**src/design/tape_machine_step_engine_macros.svh**
```systemverilog
// Assertion macros for the tape machine step engine.
`ifndef TAPE_MACHINE_STEP_ENGINE_MACROS_SVH
`define TAPE_MACHINE_STEP_ENGINE_MACROS_SVH

`ifndef SYNTHESIS
`define TMSE_ASSERT_IMPLIES(label, ante, cons) \
  label: assert property (@(posedge clk) disable iff (!rst_n) (ante) |-> (cons)) \
    else $error("tape machine step engine check failed");
`define TMSE_ASSERT_NEXT(label, ante, cons) \
  label: assert property (@(posedge clk) disable iff (!rst_n) (ante) |=> (cons)) \
    else $error("tape machine step engine check failed");
`else
`define TMSE_ASSERT_IMPLIES(label, ante, cons)
`define TMSE_ASSERT_NEXT(label, ante, cons)
`endif

`endif

```
**src/design/tmse_pkg.sv**
```systemverilog
// Shared types, codes and constants of the tape machine step engine.
`default_nettype none

package tmse_pkg;

  localparam int MAX_STATES_DEF  = 64;
  localparam int TAPE_DEPTH_DEF  = 4096;
  localparam int SYMBOL_BITS_DEF = 8;

  localparam int PADDR_W = 5;
  localparam int PDATA_W = 64;
  localparam int STATE_W = 6;
  localparam int SYM_W   = 8;
  localparam int COUNT_W = 7;

  localparam logic [COUNT_W-1:0] STATE_COUNT_RST = 7'd1;
  localparam logic [STATE_W-1:0] START_STATE_RST = 6'd0;
  localparam logic [SYM_W-1:0]   BLANK_RST       = 8'd32;
  localparam logic [63:0]        FINAL_MASK_RST  = 64'd1;

  typedef enum logic [1:0] {
    REG_STATE_COUNT  = 2'd0,
    REG_START_STATE  = 2'd1,
    REG_BLANK_SYMBOL = 2'd2,
    REG_FINAL_MASK   = 2'd3
  } reg_idx_t;

  typedef enum logic [1:0] {
    OP_DEFINE = 2'd0,
    OP_START  = 2'd1,
    OP_APPEND = 2'd2,
    OP_STEP   = 2'd3
  } op_t;

  typedef enum logic [2:0] {
    ST_OK       = 3'd0,
    ST_RANGE    = 3'd1,
    ST_DUP      = 3'd2,
    ST_OVERFLOW = 3'd3,
    ST_HALTED   = 3'd4
  } status_t;

  typedef enum logic [1:0] {
    MV_LEFT  = 2'd0,
    MV_RIGHT = 2'd1,
    MV_STAY  = 2'd2
  } move_t;

  typedef enum logic [3:0] {
    S_CLEAR,
    S_IDLE,
    S_DEF_RD,
    S_DEF_WR,
    S_START,
    S_APPEND,
    S_TAPE_RD,
    S_RULE_RD,
    S_EVAL,
    S_GROW
  } ctrl_state_t;

  typedef struct packed {
    logic clr_step;
    logic take;
    logic def_rd;
    logic def_wr;
    logic start;
    logic append;
    logic tape_rd;
    logic rule_rd;
    logic apply;
    logic grow;
    logic finish;
    logic post;
  } tmse_cmd_t;

  typedef struct packed {
    logic clr_last;
    logic rule_hit;
    logic grow_need;
    logic grow_ovf;
    logic out_free;
  } tmse_sts_t;

endpackage

`default_nettype wire

```
**src/design/tmse_ctrl.sv**
```systemverilog
// Controller state machine that sequences each item through the datapath.
`default_nettype none

module tmse_ctrl import tmse_pkg::*; (
  input  wire logic       clk,
  input  wire logic       rst_n,
  input  wire logic       in_valid,
  input  wire logic [1:0] in_command,
  input  wire tmse_sts_t  sts,
  output logic            in_ready,
  output tmse_cmd_t       cmd
);

  ctrl_state_t state_r, state_nxt;
  logic        post_r, post_nxt;

  always_ff @(posedge clk) begin
    if (!rst_n) begin
      state_r <= S_CLEAR;
      post_r  <= 1'b0;
    end else begin
      state_r <= state_nxt;
      post_r  <= post_nxt;
    end
  end

  always_comb begin
    state_nxt = state_r;
    post_nxt  = post_r;
    cmd       = '0;
    cmd.post  = post_r;
    in_ready  = 1'b0;
    case (state_r)
      S_CLEAR: begin
        cmd.clr_step = 1'b1;
        if (sts.clr_last) begin
          state_nxt = S_IDLE;
        end
      end
      S_IDLE: begin
        in_ready = 1'b1;
        if (in_valid) begin
          cmd.take = 1'b1;
          case (op_t'(in_command))
            OP_DEFINE: state_nxt = S_DEF_RD;
            OP_START:  state_nxt = S_START;
            OP_APPEND: state_nxt = S_APPEND;
            OP_STEP: begin
              state_nxt = S_TAPE_RD;
              post_nxt  = 1'b0;
            end
            default: state_nxt = S_IDLE;
          endcase
        end
      end
      S_DEF_RD: begin
        cmd.def_rd = 1'b1;
        state_nxt  = S_DEF_WR;
      end
      S_DEF_WR: begin
        cmd.def_wr = 1'b1;
        state_nxt  = S_TAPE_RD;
        post_nxt   = 1'b1;
      end
      S_START: begin
        cmd.start = 1'b1;
        state_nxt = S_TAPE_RD;
        post_nxt  = 1'b1;
      end
      S_APPEND: begin
        cmd.append = 1'b1;
        state_nxt  = S_TAPE_RD;
        post_nxt   = 1'b1;
      end
      S_TAPE_RD: begin
        cmd.tape_rd = 1'b1;
        state_nxt   = S_RULE_RD;
      end
      S_RULE_RD: begin
        cmd.rule_rd = 1'b1;
        state_nxt   = S_EVAL;
      end
      S_EVAL: begin
        if (!post_r && sts.rule_hit && !sts.grow_ovf) begin
          cmd.apply = 1'b1;
          post_nxt  = 1'b1;
          state_nxt = sts.grow_need ? S_GROW : S_TAPE_RD;
        end else if (sts.out_free) begin
          cmd.finish = 1'b1;
          state_nxt  = S_IDLE;
        end
      end
      S_GROW: begin
        cmd.grow  = 1'b1;
        state_nxt = S_TAPE_RD;
      end
      default: state_nxt = S_IDLE;
    endcase
  end

endmodule

`default_nettype wire

```
**config.mk**
```make
export PLATFORM = sky130hd
export DESIGN_NAME = tmse_ctrl
export DESIGN_NICKNAME = d
export VERILOG_FILES = /design/src/design/tape_machine_step_engine_macros.svh /design/src/design/tmse_pkg.sv /design/src/design/tmse_ctrl.sv
export SDC_FILE = /design/constraint.sdc
export NUM_CORES = 1
export LEC_CHECK = 0
export ABC_AREA = 1
export ABC_CLOCK_PERIOD_IN_PS = 1400
export CORE_AREA = 2 2 39 41
export CTS_BUF_LIST = sky130_fd_sc_hd__clkbuf_8
export CTS_CLUSTER_DIAMETER = 50
export CTS_CLUSTER_SIZE = 40
export DETAILED_ROUTE_END_ITERATION = 6
export DIE_AREA = 0 0 41 43
export DONT_BUFFER_PORTS = 1
export GPL_TIMING_DRIVEN = 0
export SLEW_MARGIN = 10
export SYNTH_ARGS = -nofsm -noshare
export SYNTH_HDL_FRONTEND = slang
export SYNTH_SLANG_ARGS = --single-unit
```
**constraint.sdc**
```tcl
create_clock -name clk -period 1.4 [get_ports clk]
set_input_delay 0.14 -clock clk [delete_from_list [all_inputs] [get_ports clk]]
set_output_delay 0.14 -clock clk [all_outputs]
set_load 0.02 [all_outputs]
```
==> flow_summary.ini, run 1 <==
[clock_tree]
cts.sinks = 5
cts.clk_slew.worst_paths_ns = 0.04
cts_tree = done
insertion_delay_ns = 0.22
h-tree-depth = 1
ctsLongestPathBuffers = 2
cts_buffers = 3
cts-root-buf = clkbuf_8

[power]
power_frac_comb_pct = 57.0
irDropWorstVdd_mv = 0.920
swShare_pct = 51.3
p_int_mw = 0.598
pwr-share-seq_pct = 21.5
power_switching_mw = 0.631
p_leak_nw = 0.416
total_power_mw = 1.23
clkPwrFrac_pct = 21.5
p_per_area_nw_per_um2 = 1870

[final_layout]
regArea_um2 = 103
n_antenna_cell = 0
area_growth_pct = 17.2
drive_gt1_share_pct = 18.8
fin_util_pct = 47.4
multi_input_area_um2 = 389
num-nets-final = 126
nFillCells = 165

[worst_setup_path]
cp_slowest_cell = dfxtp_1
crit_path_cell_trace = inv_2 > nand2_1 > nor2_4 > nand2_2 > nor2_4
path_class = reg -> out
start_kind = register
endpoint_kind = output pin
path_max_fanout = 5
cp_common_cell = nor2_4
critPathMaxStageDelay_ns = 0.36
required_ns = 1.26
critPathArrivalTime_ns = 1.20
cp_num_buf_inv = 1
crit_family = simple AND/OR/NAND/NOR gates

[sta]
final_hold_viol_count = 0
rsz0062_at_grt = true
slew_headroom_pct = 69.3
min_period_ns = 1.34
hold_slack_ns = 0.0158
slew_viol_final = 0
post-route-period-util_pct = 95.7
fmax_mhz = 746
worst_clock_skew_ns = 0.00343
worst_pin_slew_ns = 0.459
setup_viol = 0

[placed_design]
gp_congestion = 0.749
portBuffers = 0
dpl.hpwl_mm = 1.10

[global_route]
grt_use_total_pct = 16.7
grt_pass1_vias = 519
globalRoute.totalOverflow = 0
grt_start_max_net_pins = 7
antenna_found_initial = 0
grt_pass1_wl_mm = 1.95

[yosys]
synth_area_um2 = 559
ys_ff_latch = 5
synth_compound_area_share_pct = 4.47
synthXorXnorAreaFrac_pct = 0
ys_top_cells_by_area = nand2_1 (21%), dfxtp_1 (18%), inv_1 (15%)
synth_top_family_by_area = simple AND/OR/NAND/NOR gates
synth_adder_area_share_pct = 6.71
syn_nets = 121
yosys.area.top_type = nand2_1
synth_cell_types = 14
avgSynthCellArea_um2 = 5.18
yosysSeqAreaShare_pct = 17.9
syn_inst = 108
ys_warn_count = 0
yosys.area_share.simple_pct = 53.5
synth_mux_area_share_pct = 0
synth_top_area_share_pct = 21.5

[floorplanning]
die_h_um = 43
pin_count = 23
num_rows = 14
dieWidth_um = 41
start_util_pct = 40.4
core_um2 = 1380
dieArea_um2 = 1760

[detailed_routing]
dr_total_vias = 588
drc = 0
routed_wl_mm = 1.28
wire_per_inst_um = 10.0
via_per_inst = 4.59
drtIter0Drc = 10
first_pass_iters = 4
ant_nets = 0

[min_path]
hold_class = in -> reg

[flow_run]
maxCapViolations = 0

[run_status]
status = completed
-- path summary, 6_finish.rpt --
kind	start	endpoint	slack, ns	cells after the start
worst max-delay path	state_r[1]	cmd[1]	0.06	5
worst min-delay path	rst_n	state_r[3]	0.02	2
worst max register to register	state_r[0]	post_r	0.11	7
worst min register to register	post_r	post_r	0.49	2
-- worst reg2reg max path, cell delays in order, from the launching register on --
cell and delay, ns:
dfxtp_1 0.42, inv_2 0.07, nor2_2 0.13, nand2_2 0.12, inv_1 0.21, nand3_1 0.11, nand2_1 0.07, a21oi_1 0.06
-- layout by cell type, fill, tap and decap left out, drive strengths merged, types with 2 or more instances in the layout --
| master | synthesis | layout |
|---|---|---|
| nor2 | 25 | 25 |
| clkbuf | 0 | 3 |
| nand3 | 8 | 8 |
| a21oi | 3 | 3 |
| nand2 | 34 | 34 |
| dfxtp | 5 | 5 |
| ha | 3 | 3 |
| inv | 24 | 24 |
| nand3b | 2 | 2 |
| o21ai | 2 | 2 |
-- metal layers --
| layer | wire length, um | GRT usage (%) |
|---|---|---|
| met1 | 543 | 18.4 |
| met2 | 654 | 26.6 |
| met3 | 74 | 3.14 |
| met4 | 8 | 12.0 |
| met5 | 0 | 0 |
-- repair_timing --
item	4_1_cts	5_1_grt
cloned	0	0
hold buffers	0	0
endpoints found under the setup margin	2	7
buffers inserted	0	0
resized for setup	3	7
-- registers in the layout, indices dropped and copies added (netlist names) --
register	count
state_r	4
post_r	1
-- cell type report --
type                       instances  share of cell area, %
clock inverter                     1                  0.763
multi-input combinational         78                   59.4
sequential                         5                   15.6
buffer                             1                   1.15
tap                               16                   3.05
inverter                          24                   13.7
clock buffer                       3                   6.30
-- cell usage after synthesis --
master	number
nand3b_1	2
dfxtp_1	5
buf_4	1
inv_2	2
o21ai_1	2
nand2_2	2
ha_1	3
nor3_1	1
nor2_2	5
inv_1	22
nand3_1	8
nor2_1	20
a21oi_1	3
nand2_1	32
-- power groups by stage --
stage / clock (mW) / sequential [mW] / combinational, mW
finish: 0.264 / 0.264 / 0.701
global route: 0.282 / 0.270 / 0.791
CTS: 0.275 / 0.255 / 0.680
detailed placement: 0 / 0.257 / 0.672
global placement: 0 / 0.257 / 0.674
floorplan: 0 / 0.243 / 0.584
-- through the flow --
stage / TNS, ns / std cells / instance area (um^2) / setup WS, ns
finish: 0 / 128 / 656 / 0.0596
global route: -0.0113 / 128 / 656 / -0.0113
CTS: -0.00916 / 128 / 636 / -0.00916
detailed placement: 0 / 124 / 579 / 0.0681
global placement: 0 / 124 / 579 / 0.0787
floorplan: 0 / 108 / 559 / 0.211
-- cells by family after synthesis --
group | after synthesis
simple gates | 70
flops | 5
compound gates | 5
fa+ha+maj | 3
buf+inv | 25
(Power assumes the default switching activity.)
==> run 2, diff against run 1 <==
- CORE_AREA: 2 2 39 41 -> not set
- CORE_ASPECT_RATIO: not set -> 1.1
- CORE_UTILIZATION: not set -> 30
- DIE_AREA: 0 0 41 43 -> not set
- GPL_TIMING_DRIVEN: 0 -> 1
==> flow_summary.ini, run 2 (synthesized netlist as in run 1, its figures left out) <==
[final_layout]
largest_register_ffs = 4
reg_top3 = state_r (4), post_r (1)
n_antenna_cell = 0
num-nets-final = 133
mostFrequentLayoutCells = nand2_1 (30), inv_1 (22), nor2_1 (16)
nFillCells = 198
drive_gt1_share_pct = 26.1
area_growth_pct = 26.6
regMostFlops = state_r
mostFrequentLayoutCell = nand2_1

[sta]
slew_viol_final = 0
rsz0062_at_grt = true
hold_slack_ns = 0.0207
post-route-period-util_pct = 95.7
fmax_mhz = 746
setup_slack_ns = 0.0603
final_hold_viol_count = 0
setup_viol = 0
worst_pin_slew_ns = 0.380
min_period_ns = 1.34
slew_headroom_pct = 74.6
worst_clock_skew_ns = 0.00453

[min_path]
min_path_cells = 2
hold_end = state_r[3]
hold_path_startpoint = rst_n
hold_class = in -> reg

[power]
total_power_mw = 1.30
swShare_pct = 49.8
p_int_mw = 0.653
clkPwrFrac_pct = 19.7
p_per_area_nw_per_um2 = 1840
irDropWorstVdd_mv = 0.753
power_frac_comb_pct = 60.2
p_leak_nw = 0.456
pwr-share-seq_pct = 20.0
power_switching_mw = 0.649

[worst_setup_path]
crit_family = simple AND/OR/NAND/NOR gates
r2r_start = state_r[2]
critPathArrivalTime_ns = 1.20
path_class = reg -> out
path_max_fanout = 6
crit_path_cell_trace = nor2_2 > nand2_2 > inv_1 > buf_4
required_ns = 1.26
rrSetupSlack_ns = 0.20
path_depth = 4
cp_num_buf_inv = 2
worstRegToRegCells = 8
endpoint_kind = output pin
cp_slowest_cell = dfxtp_2
r2r-end = state_r[0]
critPathMaxStageDelay_ns = 0.34
start_kind = register

[run_status]
status = completed

[clock_tree]
cts.clk_slew.worst_paths_ns = 0.04
cts.sinks = 5
cts_hold_buf = 0
h-tree-depth = 1
cts-root-buf = clkbuf_8
cts_buffers = 3
ctsLongestPathBuffers = 2
cts_tree = done
insertion_delay_ns = 0.22

[detailed_routing]
routed_wl_mm = 1.39
dr_total_vias = 627
via_per_inst = 4.58
ant_nets = 0
drtIter0Drc = 4
drc = 0
wire_per_inst_um = 10.1
first_pass_iters = 4

[placed_design]
portBuffers = 0
post-place-ws_ns = 0.150
gp_congestion = 0.850
dpl.hpwl_mm = 1.13

[floorplanning]
num_rows = 16
dieArea_um2 = 2040
start_util_pct = 31.7
pin_count = 23
dieWidth_um = 43.2
core_um2 = 1760
die_h_um = 47.3

[global_route]
antenna_found_initial = 0
globalRoute.totalOverflow = 0
grt_start_max_net_pins = 7
grt_pass1_vias = 582
grt_pass1_wl_mm = 2.09
grt_use_total_pct = 13.7

[flow_run]
maxCapViolations = 0
==> run 2: cell types whose count changed in the layout (fill, tap and decap cells not counted), moves of 2 or more <==
cell / before / now
buf_4: 1 / 7
nor2_4: 3 / 1
dfxtp_1: 3 / 1
nand2_2: 2 / 4
dfxtp_2: 2 / 4
nor2_2: 5 / 8
nand2_1: 32 / 30
==> run 2: stage by stage <==
step,TNS [ns],instance area [um^2],instances,util [%]
2_1_floorplan,0,559,108,-
3_3_place_gp,0,627,132,35.6
3_5_place_dp,0,627,132,35.6
4_1_cts,0,679,136,38.6
5_1_grt,-0.0151,708,137,40.2
6_report,0,708,137,40.2
==> run 2: per-layer routing <==
layer	wire (um)	track usage, %	up-vias
met5	0	0	-
met4	29	10.3	0
met3	57	2.69	4
met2	717	24.5	13
met1	581	14.6	272
li1	-	-	338
==> run 2: area by class of cell <==
class | count | area (um^2) | area share (%)
clock buffer | 3 | 41.3 | 5.83
clock inverter | 1 | 3.75 | 0.530
inverter | 24 | 90.1 | 12.7
multi-input combinational | 78 | 382 | 53.9
sequential | 5 | 105 | 14.8
tap | 18 | 22.5 | 3.18
timing repair buffer | 8 | 63.8 | 9.01
==> run 2: worst max path at each step <==
| stage | startpoint | endpoint | slack (ns) |
|---|---|---|---|
| detailed placement | state_r[2] | state_r[0] | 0.15 |
| CTS | state_r[2] | cmd[1] | 0.01 |
| global route | state_r[1] | cmd[1] | -0.01 |
| global placement | state_r[2] | state_r[0] | 0.15 |
| finish | state_r[2] | in_ready | 0.06 |
| floorplan | state_r[0] | post_r | 0.21 |
==> run 2: power groups by stage <==
stage	Combinational, mW	Clock [mW]	Sequential [mW]
after floorplan	0.584	0	0.243
after global placement	0.753	0	0.250
after detailed placement	0.748	0	0.251
after CTS	0.763	0.264	0.249
after global routing	0.886	0.273	0.271
final	0.784	0.257	0.261
==> run 2: what timing repair did <==
| item | 4_1_cts | 5_1_grt |
|---|---|---|
| pin swaps | 0 | 1 |
| cloned | 0 | 0 |
| gates resized for setup | 2 | 11 |
| endpoints found under the setup margin | 2 | 6 |
| buffers inserted | 0 | 1 |
