--- src/design/tape_machine_step_engine_macros.svh ---
// Assertion macros for the tape machine step engine.
`ifndef TAPE_MACHINE_STEP_ENGINE_MACROS_SVH
`define TAPE_MACHINE_STEP_ENGINE_MACROS_SVH

`ifndef SYNTHESIS
`define TMSE_ASSERT_IMPLIES(label, ante, cons) \
  label: assert property (@(posedge clk) disable iff (!rst_n) (ante) |-> (cons)) \
    else $error("tape machine step engine check failed");
`define TMSE_ASSERT_NEXT(label, ante, cons) \
  label: assert property (@(posedge clk) disable iff (!rst_n) (ante) |=> (cons)) \
    else $error("tape machine step engine check failed");
`else
`define TMSE_ASSERT_IMPLIES(label, ante, cons)
`define TMSE_ASSERT_NEXT(label, ante, cons)
`endif

`endif

--- src/design/tmse_pkg.sv ---
// Shared types, codes and constants of the tape machine step engine.
`default_nettype none

package tmse_pkg;

  localparam int MAX_STATES_DEF  = 64;
  localparam int TAPE_DEPTH_DEF  = 4096;
  localparam int SYMBOL_BITS_DEF = 8;

  localparam int PADDR_W = 5;
  localparam int PDATA_W = 64;
  localparam int STATE_W = 6;
  localparam int SYM_W   = 8;
  localparam int COUNT_W = 7;

  localparam logic [COUNT_W-1:0] STATE_COUNT_RST = 7'd1;
  localparam logic [STATE_W-1:0] START_STATE_RST = 6'd0;
  localparam logic [SYM_W-1:0]   BLANK_RST       = 8'd32;
  localparam logic [63:0]        FINAL_MASK_RST  = 64'd1;

  typedef enum logic [1:0] {
    REG_STATE_COUNT  = 2'd0,
    REG_START_STATE  = 2'd1,
    REG_BLANK_SYMBOL = 2'd2,
    REG_FINAL_MASK   = 2'd3
  } reg_idx_t;

  typedef enum logic [1:0] {
    OP_DEFINE = 2'd0,
    OP_START  = 2'd1,
    OP_APPEND = 2'd2,
    OP_STEP   = 2'd3
  } op_t;

  typedef enum logic [2:0] {
    ST_OK       = 3'd0,
    ST_RANGE    = 3'd1,
    ST_DUP      = 3'd2,
    ST_OVERFLOW = 3'd3,
    ST_HALTED   = 3'd4
  } status_t;

  typedef enum logic [1:0] {
    MV_LEFT  = 2'd0,
    MV_RIGHT = 2'd1,
    MV_STAY  = 2'd2
  } move_t;

  typedef enum logic [3:0] {
    S_CLEAR,
    S_IDLE,
    S_DEF_RD,
    S_DEF_WR,
    S_START,
    S_APPEND,
    S_TAPE_RD,
    S_RULE_RD,
    S_EVAL,
    S_GROW
  } ctrl_state_t;

  typedef struct packed {
    logic clr_step;
    logic take;
    logic def_rd;
    logic def_wr;
    logic start;
    logic append;
    logic tape_rd;
    logic rule_rd;
    logic apply;
    logic grow;
    logic finish;
    logic post;
  } tmse_cmd_t;

  typedef struct packed {
    logic clr_last;
    logic rule_hit;
    logic grow_need;
    logic grow_ovf;
    logic out_free;
  } tmse_sts_t;

endpackage

`default_nettype wire

--- src/design/tmse_regs.sv ---
// Configuration register file behind the APB-style port.
`default_nettype none

module tmse_regs import tmse_pkg::*; (
  input  wire logic                 clk,
  input  wire logic                 rst_n,
  input  wire logic                 psel,
  input  wire logic                 penable,
  input  wire logic                 pwrite,
  input  wire logic [PADDR_W-1:0]   paddr,
  input  wire logic [PDATA_W-1:0]   pwdata,
  output logic      [PDATA_W-1:0]   prdata,
  output logic                      pready,
  output logic      [COUNT_W-1:0]   state_count,
  output logic      [STATE_W-1:0]   start_state,
  output logic      [SYM_W-1:0]     blank_symbol,
  output logic      [63:0]          final_mask
);

  logic [COUNT_W-1:0] state_count_r;
  logic [STATE_W-1:0] start_state_r;
  logic [SYM_W-1:0]   blank_symbol_r;
  logic [63:0]        final_mask_r;
  logic               wr_en;
  reg_idx_t           idx;

  assign wr_en  = psel & penable & pwrite;
  assign idx    = reg_idx_t'(paddr[4:3]);
  assign pready = 1'b1;

  always_ff @(posedge clk) begin
    if (!rst_n) begin
      state_count_r  <= STATE_COUNT_RST;
      start_state_r  <= START_STATE_RST;
      blank_symbol_r <= BLANK_RST;
      final_mask_r   <= FINAL_MASK_RST;
    end else if (wr_en) begin
      case (idx)
        REG_STATE_COUNT:  state_count_r  <= pwdata[COUNT_W-1:0];
        REG_START_STATE:  start_state_r  <= pwdata[STATE_W-1:0];
        REG_BLANK_SYMBOL: blank_symbol_r <= pwdata[SYM_W-1:0];
        REG_FINAL_MASK:   final_mask_r   <= pwdata;
        default: ;
      endcase
    end
  end

  always_comb begin
    case (idx)
      REG_STATE_COUNT:  prdata = PDATA_W'(state_count_r);
      REG_START_STATE:  prdata = PDATA_W'(start_state_r);
      REG_BLANK_SYMBOL: prdata = PDATA_W'(blank_symbol_r);
      REG_FINAL_MASK:   prdata = final_mask_r;
      default:          prdata = '0;
    endcase
  end

  assign state_count  = state_count_r;
  assign start_state  = start_state_r;
  assign blank_symbol = blank_symbol_r;
  assign final_mask   = final_mask_r;

endmodule

`default_nettype wire

--- config.mk ---
export PLATFORM = sky130hd
export DESIGN_NAME = tmse_regs
export DESIGN_NICKNAME = d
export VERILOG_FILES = /design/src/design/tape_machine_step_engine_macros.svh /design/src/design/tmse_pkg.sv /design/src/design/tmse_regs.sv
export SDC_FILE = /design/constraint.sdc
export NUM_CORES = 1
export LEC_CHECK = 0
export ABC_AREA = 1
export ABC_CLOCK_PERIOD_IN_PS = 850
export BUFFER_PORTS_ARGS = -buffer_cell sky130_fd_sc_hd__buf_2
export CAP_MARGIN = 20
export CELL_PAD_IN_SITES_DETAIL_PLACEMENT = 1
export CELL_PAD_IN_SITES_GLOBAL_PLACEMENT = 1
export CORE_MARGIN = 2
export CORE_UTILIZATION = 26
export CTS_CLUSTER_SIZE = 40
export DETAILED_ROUTE_END_ITERATION = 10
export GPL_TIMING_DRIVEN = 1
export HOLD_SLACK_MARGIN = 0.06
export PLACE_DENSITY = 0.78
export SLEW_MARGIN = 20
export SYNTH_ARGS = -nofsm -noshare
export SYNTH_HDL_FRONTEND = slang
export SYNTH_SLANG_ARGS = --single-unit
--- constraint.sdc ---
create_clock -name clk -period 0.85 [get_ports clk]
set_input_delay 0.085 -clock clk [delete_from_list [all_inputs] [get_ports clk]]
set_output_delay 0.085 -clock clk [all_outputs]
set_load 0.05 [all_outputs]
==> impl_metrics.toml, run 1 <==
[status]
outcome = "finished, violations left"
violations = "setup timing"

[job]
maxCapViolations = 0

[logic_synthesis]
synth_largest_area_cell = "dfxtp_1"
syn_nets = 766
ys_ff_latch = 85
synth_seq_area_share_pct = 40.8
synth_cells = 692
synth_area_per_cell_um2 = 6.03
mappedNetlistArea_um2 = 4170
synth_top_area_share_pct = 40.8
ys_types = 17
ys_warn_count = 0
synth.area.top_cells = "dfxtp_1 (41%), nor2_1 (20%), inv_1 (11%)"

[die]
die_w_um = 131
die_y_um = 131
core.rowCount = 46
core-area_um2 = 15800
io_pins = 224
die_area_um2 = 17100
initial_utilization_pct = 26.4

[critical_path]
worstPathCellList = "nand2_1 > nand4_1 > buf_6"
cp_slowest_cell = "dfxtp_4"
critPathRequiredTime_ns = 0.76
r2r_end = "final_mask[27]"
crit_arrival_ns = 1.11
worst_setup_path_start_kind = "flip-flop"
slowest_delay_ns = 0.36
reg2regPathDepth = 4
cp-startpoint = "blank_symbol[0]"
reg2reg_setup_slack_ns = -0.01
critPathMaxFanout = 3
worstSetupEndpointType = "output port"
cp-endpoint = "prdata[0]"
critPathKind = "reg2out"
r2r-start = "final_mask[27]"

[timing]
finClkSkew_ns = 0
finalSetupTns_ns = -28.50
slew_violations = 0
min_period_ns = 1.20
fin_crit_sh_pct = 141
final.setup.worst_slack_ns = -0.349
setup_violations = 150
rsz0062_at_grt = "yes"
max_freq_ghz = 0.834
hold_viol_final = 0

[clocking]
clockBufferDepth = 2
cts_made_buffers = 9
htree_levels = 3
insertion_delay_ns = 0.33
cts_tree = "built"
path_clk_slew_ns = 0.07
cts.sink_count = 85
root_buffer = "clkbuf_16"

[drt]
ant_nets = 0
drt-total-wl_mm = 22.3
drt_iter0_markers = 207
drc = 0
vias = 5646
drt_first_pass_iters = 4
wire_per_inst_um = 18.3
viasPerCell = 4.62

[layout]
layout_common_cells = "nor2_1 (166), buf_8 (130), nand2_1 (104), nand3_1 (85), dfxtp_4 (83)"
final_util_pct = 59.1
seq_area_um2 = 2020
fill_cells = 1840
multi_input_area_um2 = 2320
syn_to_final_growth_pct = 123
layout-drive-gt1-share_pct = 56.0
nNetsFinal = 1073
final_common_cell = "nor2_1"

[place]
place_congestion = 0.799
portBuffers = 219
place_hpwl_mm = 11.8

[min_path]
holdCritPathClass = "in2reg"

[global_route]
grt_overflow_total = 0
antenna_found_initial = 1
grt_max_degree = 51
grt_pass1_wl_mm = 28.6
grt_pass1_vias = 5495
grt.total_usage_pct = 21.6

[power]
p_leak_nw = 4.13
powerDensity_nw_per_um2 = 1220
ir_drop_mv = 0.948
-- metrics by stage --
stage | hold WS [ns] | instances | setup WS (ns) | total power, W | cell area, µm²
2_1_floorplan | 0.210 | 692 | -0.243 | 0.00518 | 5000
3_3_place_gp | 0.332 | 1132 | -0.299 | 0.00573 | 6600
3_5_place_dp | 0.345 | 1132 | -0.313 | 0.00576 | 6600
4_1_cts | 0.0609 | 1160 | -0.314 | 0.0112 | 8410
5_1_grt | 0.0766 | 1221 | -0.377 | 0.0118 | 9320
6_report | 0.0704 | 1221 | -0.349 | 0.0114 | 9320
-- kinds of logic (layout without fill, tap and decap cells) --
logic type / count (synthesis) / in the layout / synth area share (%)
AOI/OAI and AO/OA: 4 / 4 / 0.570
other: 1 / 2 / 0.0899
DFF: 85 / 85 / 40.8
and+or+nand+nor: 438 / 438 / 42.7
buffers and inverters: 164 / 476 / 15.8
-- cell usage after synthesis, drive strengths merged --
cell type  number
buf            33
nor2          228
nand3          87
clkbuf          7
nand4           6
dfxtp          85
inv           124
a22o            1
o21ai           3
nand2         117
conb            1
-- final cells by class --
| type | count | share of cell area [%] |
|---|---|---|
| Antenna cell | 1 | 0.0268 |
| Sequential cell | 85 | 21.6 |
| Multi-Input combinational cell | 443 | 24.9 |
| Tap cell | 216 | 2.90 |
| Clock inverter | 6 | 1.70 |
| Inverter | 124 | 5.05 |
| Clock buffer | 10 | 2.46 |
| Timing Repair Buffer | 336 | 41.4 |
-- routing by layer --
metal | global-route usage (%) | vias up | wire length (µm)
met5 | 0 | - | 0
met4 | 6.01 | 0 | 792
met3 | 4.36 | 57 | 1100
met2 | 42.5 | 210 | 12100
met1 | 23.3 | 2716 | 8330
li1 | - | 2663 | -
-- power breakdown --
| group | leakage [nW] | total, W | switching [W] | internal (W) |
|---|---|---|---|---|
| clock | 0.187 | 0.00514 | 0.00167 | 0.00348 |
| combinational | 3.19 | 0.00225 | 0.00133 | 0.000920 |
| sequential | 0.752 | 0.00398 | 0.000114 | 0.00387 |
| total | 4.13 | 0.0114 | 0.00311 | 0.00827 |
-- worst min path at each step --
| stage | slack [ns] | startpoint | to | cells past startpoint |
|---|---|---|---|---|
| global placement | 0.33 | pwdata[5] | blank_symbol[5] | 3 |
| CTS | 0.06 | pwdata[19] | final_mask[19] | 5 |
| global route | 0.08 | pwdata[60] | final_mask[60] | 5 |
| detailed placement | 0.35 | pwdata[5] | blank_symbol[5] | 3 |
| floorplan | 0.21 | pwdata[5] | blank_symbol[5] | 2 |
| finish | 0.07 | pwdata[60] | final_mask[60] | 5 |
-- state kept, by name, indices dropped and copies added, names as in the netlist --
signal	count
blank_symbol	8
final_mask	64
start_state	6
state_count	7
-- worst max-delay path, delay by kind of cell, from the launching register on --
kind,cells,cell delay (ns)
AND/OR/NAND/NOR,2,0.23
buffers and inverters,1,0.19
flip-flops,1,0.36
-- what timing repair did --
| action | 4_1_cts | 5_1_grt |
|---|---|---|
| gates resized for setup | 402 | 124 |
| endpoints found under the setup margin | 149 | 154 |
| buffers inserted | 2 | 62 |
| hold endpoints to repair | 11 | 0 |
| hold buffers | 10 | 0 |
| pin swaps | 8 | 10 |
No activity file was read; power rests on OpenSTA's default activity.
==> run 2, diff against run 1 <==
--- a/config.mk
+++ b/config.mk
@@ -18,7 +18,7 @@
 export GPL_TIMING_DRIVEN = 1
 export HOLD_SLACK_MARGIN = 0.06
 export PLACE_DENSITY = 0.78
-export SLEW_MARGIN = 20
+export SKIP_LAST_GASP = 1
 export SYNTH_ARGS = -nofsm -noshare
 export SYNTH_HDL_FRONTEND = slang
 export SYNTH_SLANG_ARGS = --single-unit
==> impl_metrics.toml, run 2 (synthesized netlist as in run 1, its figures left out) <==
[power]
ir_drop_mv = 0.952
powerDensity_nw_per_um2 = 1220
p_leak_nw = 4.14
finalPower_w = 0.0114

[critical_path]
critPathMaxFanout = 3
worstSetupEndpointType = "output port"
critPathKind = "reg2out"
reg2reg_setup_slack_ns = -0.04
worst_setup_path_start_kind = "flip-flop"
critPathRequiredTime_ns = 0.76
crit_arrival_ns = 1.11
r2r-start = "final_mask[27]"
r2r_end = "final_mask[27]"
reg2regPathDepth = 4

[drt]
drc = 0
vias = 5654
drt-total-wl_mm = 22.5
viasPerCell = 4.63
wire_per_inst_um = 18.4
drt_iter0_markers = 184
drt_first_pass_iters = 4
ant_nets = 0

[place]
portBuffers = 219
place_congestion = 0.799
place_hpwl_mm = 11.8
dpl_worst_slack_ns = -0.313
dpl_cell_area_um2 = 6600
placed_cells = 1132

[layout]
fin_area_um2 = 9320
layout_common_cells = "nor2_1 (168), buf_8 (129), nand2_1 (104), nand3_1 (85), dfxtp_4 (83)"
layout-drive-gt1-share_pct = 55.8
nNetsFinal = 1073
largest_reg_flops = 64
final_common_cell = "nor2_1"
fill_cells = 1859
layoutNonFillerInstCount = 1221
syn_to_final_growth_pct = 123

[clocking]
cts_tree = "built"
cts.sink_count = 85
htree_levels = 3
cts_made_buffers = 9
root_buffer = "clkbuf_16"
clockBufferDepth = 2
path_clk_slew_ns = 0.07
insertion_delay_ns = 0.33

[min_path]
hold_path_startpoint = "pwdata[60]"
whs_path_depth = 5
holdCritPathClass = "in2reg"
whs_endpoint = "final_mask[60]"

[timing]
finClkSkew_ns = 0
min_period_ns = 1.20
setup_violations = 151
slew_violations = 0
hold_viol_final = 0
max_freq_ghz = 0.834
final.setup.worst_slack_ns = -0.349
rsz0062_at_grt = "yes"
finalSetupTns_ns = -28.65
fin_crit_sh_pct = 141

[status]
outcome = "finished, violations left"
violations = "setup timing"

[global_route]
antenna_found_initial = 1
grt_max_degree = 51
grt_pass1_wl_mm = 28.5
grt.total_usage_pct = 21.5
grt_pass1_vias = 5451
grt_overflow_total = 0

[die]
io_pins = 224
core.rowCount = 46
die_y_um = 131
die_w_um = 131
initial_utilization_pct = 26.4
core-area_um2 = 15800
die_area_um2 = 17100

[job]
maxCapViolations = 0
-- run 2: how the worst max path moves through the flow --
stage	from	end	slack [ns]	cells past startpoint
6_report	blank_symbol[0]	prdata[0]	-0.35	3
5_1_grt	blank_symbol[0]	prdata[0]	-0.38	3
4_1_cts	final_mask[7]	prdata[7]	-0.31	2
3_5_place_dp	paddr[3]	prdata[5]	-0.31	7
3_3_place_gp	paddr[4]	prdata[1]	-0.30	7
2_1_floorplan	final_mask[10]	prdata[10]	-0.24	2
-- run 2: per-stage QoR --
stage | util, % | hold WS, ns
after floorplan | - | 0.210
after global placement | 41.8 | 0.332
after detailed placement | 41.8 | 0.345
after CTS | 53.3 | 0.0609
after global routing | 59.1 | 0.0766
final | 59.1 | 0.0716
-- run 2: routing by layer --
| metal | routed length (µm) | GRT usage [%] | vias up |
|---|---|---|---|
| met2 | 12300 | 42.1 | 204 |
| li1 | - | - | 2658 |
| met4 | 700 | 6.01 | 0 |
| met3 | 1200 | 4.48 | 53 |
| met1 | 8270 | 23.2 | 2739 |
| met5 | 0 | 0 | - |
-- run 2: cell type report --
class,instances,area [µm²],area share (%)
Sequential cell,85,2020,21.6
Clock buffer,10,229,2.46
Timing Repair Buffer,336,3850,41.4
Clock inverter,6,159,1.70
Inverter,124,470,5.05
Multi-Input combinational cell,443,2320,24.9
Tap cell,216,270,2.90
Antenna cell,1,2.50,0.0268
-- run 2: repair_timing --
| action | 4_1_cts | 5_1_grt |
|---|---|---|
| pin swaps | 8 | 7 |
| endpoints found under the hold margin | 11 | 0 |
| setup buffers | 2 | 62 |
| gates resized for setup | 400 | 125 |
| hold buffers | 10 | 0 |
| endpoints found under the setup margin | 149 | 154 |
-- run 2: worst max-delay path: stages (launching register included) --
cell	delay, ns
dfxtp_4	0.36
nand2_1	0.09
nand4_1	0.14
buf_6	0.19
-- run 2: where the power goes --
| group | internal [W] | total (W) | switching [W] |
|---|---|---|---|
| Sequential | 0.00387 | 0.00398 | 0.000115 |
| Clock | 0.00348 | 0.00517 | 0.00169 |
| Combinational | 0.000920 | 0.00225 | 0.00133 |
==> run 3, diff against run 2 <==
--- a/config.mk
+++ b/config.mk
@@ -11,6 +11,7 @@
 export CAP_MARGIN = 20
 export CELL_PAD_IN_SITES_DETAIL_PLACEMENT = 1
 export CELL_PAD_IN_SITES_GLOBAL_PLACEMENT = 1
+export CORE_ASPECT_RATIO = 0.7
 export CORE_MARGIN = 2
 export CORE_UTILIZATION = 26
 export CTS_CLUSTER_SIZE = 40
==> impl_metrics.toml, run 3 (synthesized netlist as in run 1, its figures left out) <==
[timing]
max_freq_ghz = 0.831
finalSetupTns_ns = -29.84
setup_violations = 151
final.setup.worst_slack_ns = -0.353
fin_crit_sh_pct = 142
min_period_ns = 1.20
hold_viol_final = 0
finClkSkew_ns = 0
slew_violations = 0
rsz0062_at_grt = "yes"

[die]
die_area_um2 = 17100
die_y_um = 110
die_w_um = 155
initial_utilization_pct = 26.7
io_pins = 224
core.rowCount = 38
core-area_um2 = 15600

[critical_path]
crit_arrival_ns = 1.12
worstSetupEndpointType = "output port"
worst-path-stages = 3
critPathRequiredTime_ns = 0.76
critPathKind = "reg2out"
cp_top_family = "flip-flops"
cp_slowest_cell = "dfxtp_4"
r2r_end = "final_mask[41]"
reg2reg_setup_slack_ns = 0.04
slowest_delay_ns = 0.36
reg2regPathDepth = 3
critPathMaxFanout = 3
crit_buf_inv = 1
r2r-start = "final_mask[41]"
worstPathCellList = "nand2_2 > nand4_1 > buf_6"
worst_setup_path_start_kind = "flip-flop"

[place]
place_hpwl_mm = 12.3
place_congestion = 0.786
portBuffers = 219
dpl_worst_slack_ns = -0.352

[global_route]
grt_max_degree = 45
grt_pass1_wl_mm = 31.0
antenna_found_initial = 1
grt_pass1_vias = 5731
grt_overflow_total = 0
grt.total_usage_pct = 23.3

[clocking]
cts_made_buffers = 9
clockBufferDepth = 2
path_clk_slew_ns = 0.07
htree_levels = 3
cts.sink_count = 85
root_buffer = "clkbuf_16"
cts_tree = "built"
insertion_delay_ns = 0.33

[layout]
layout-drive-gt1-share_pct = 56.6
layout_common_cells = "nor2_1 (169), buf_8 (119), nand2_1 (101), buf_6 (89), nand3_1 (85)"
antennaDiodeCount = 0
nNetsFinal = 1105
final_common_cell = "nor2_1"
syn_to_final_growth_pct = 132
largest_reg_flops = 64

[drt]
ant_nets = 0
drc = 0
vias = 5849
wire_per_inst_um = 20.3
drt_iter0_markers = 214
drt_first_pass_iters = 4
viasPerCell = 4.73
drt-total-wl_mm = 25.1

[power]
ir_drop_mv = 0.840
powerDensity_nw_per_um2 = 1080
finalPower_w = 0.0105
p_leak_nw = 4.33

[min_path]
hold_path_startpoint = "pwdata[59]"
whs_endpoint = "final_mask[59]"
holdCritPathClass = "in2reg"
whs_path_depth = 5

[status]
outcome = "finished, violations left"
violations = "setup timing"

[job]
maxCapViolations = 0
## run 3: cell types whose count changed in the layout (fill, tap and decap cells not counted), sizes merged, moves of 4 or more
cell / change
bufinv: -5
buf: +20
dlygate4sd3: +11
clkbuf: +4
## run 3: cell type report
cell class | count | area (µm²)
tap | 200 | 250
inverter | 124 | 468
fill | 1762 | 5920
multi-input combinational | 443 | 2330
timing repair buffer | 368 | 4310
clock inverter | 4 | 30.0
clock buffer | 12 | 267
sequential | 85 | 2020
## run 3: worst max-delay path by stage
stage                               from          to  slack [ns]
after detailed placement        paddr[3]   prdata[4]       -0.35
final                     state_count[3]   prdata[3]       -0.35
after global placement          paddr[4]   prdata[4]       -0.34
after floorplan           final_mask[10]  prdata[10]       -0.24
after CTS                  final_mask[4]   prdata[4]       -0.32
after global routing      state_count[3]   prdata[3]       -0.42
## run 3: repair_timing
| action | CTS | global route |
|---|---|---|
| endpoints found under the setup margin | 149 | 162 |
| pin swaps | 8 | 16 |
| endpoints found under the hold margin | 21 | 0 |
| resized for setup | 386 | 135 |
| cloned | 0 | 3 |
| setup buffers | 1 | 73 |
| hold buffers | 20 | 0 |
## run 3: metal layers
| layer | vias to the layer above | routed length [µm] | part of all wire (%) | track usage, % |
|---|---|---|---|---|
| met5 | - | 13 | 0.052 | 0 |
| met4 | 2 | 562 | 2.2 | 7.60 |
| met3 | 44 | 1420 | 5.7 | 6.31 |
| met2 | 237 | 13500 | 54 | 43.4 |
| met1 | 2852 | 9630 | 38 | 26.1 |
| li1 | 2714 | - | - | - |
## run 3: tightest hold or removal path: cells and delay by family
| family | cells | cell delay [ns] |
|---|---|---|
| AND/OR/NAND/NOR | 3 | 0.17 |
| buffers and inverters | 2 | 0.11 |
## run 3: stage by stage
| step | instance area, µm² | cells | utilization (%) | hold slack, ns |
|---|---|---|---|---|
| after CTS | 8560 | 1162 | 54.9 | 0.0605 |
| final | 9670 | 1236 | 62.0 | 0.0695 |
| after floorplan | 5000 | 692 | - | 0.210 |
| after global placement | 6800 | 1125 | 43.6 | 0.318 |
| after global routing | 9670 | 1236 | 62.0 | 0.0823 |
| after detailed placement | 6800 | 1125 | 43.6 | 0.320 |
## run 3: where the power goes
part / internal (W) / switching (W) / total, W / leakage [nW]
combinational: 0.00109 / 0.00143 / 0.00252 / 3.43
sequential: 0.00387 / 0.000117 / 0.00398 / 0.752
clock: 0.00223 / 0.00172 / 0.00395 / 0.145
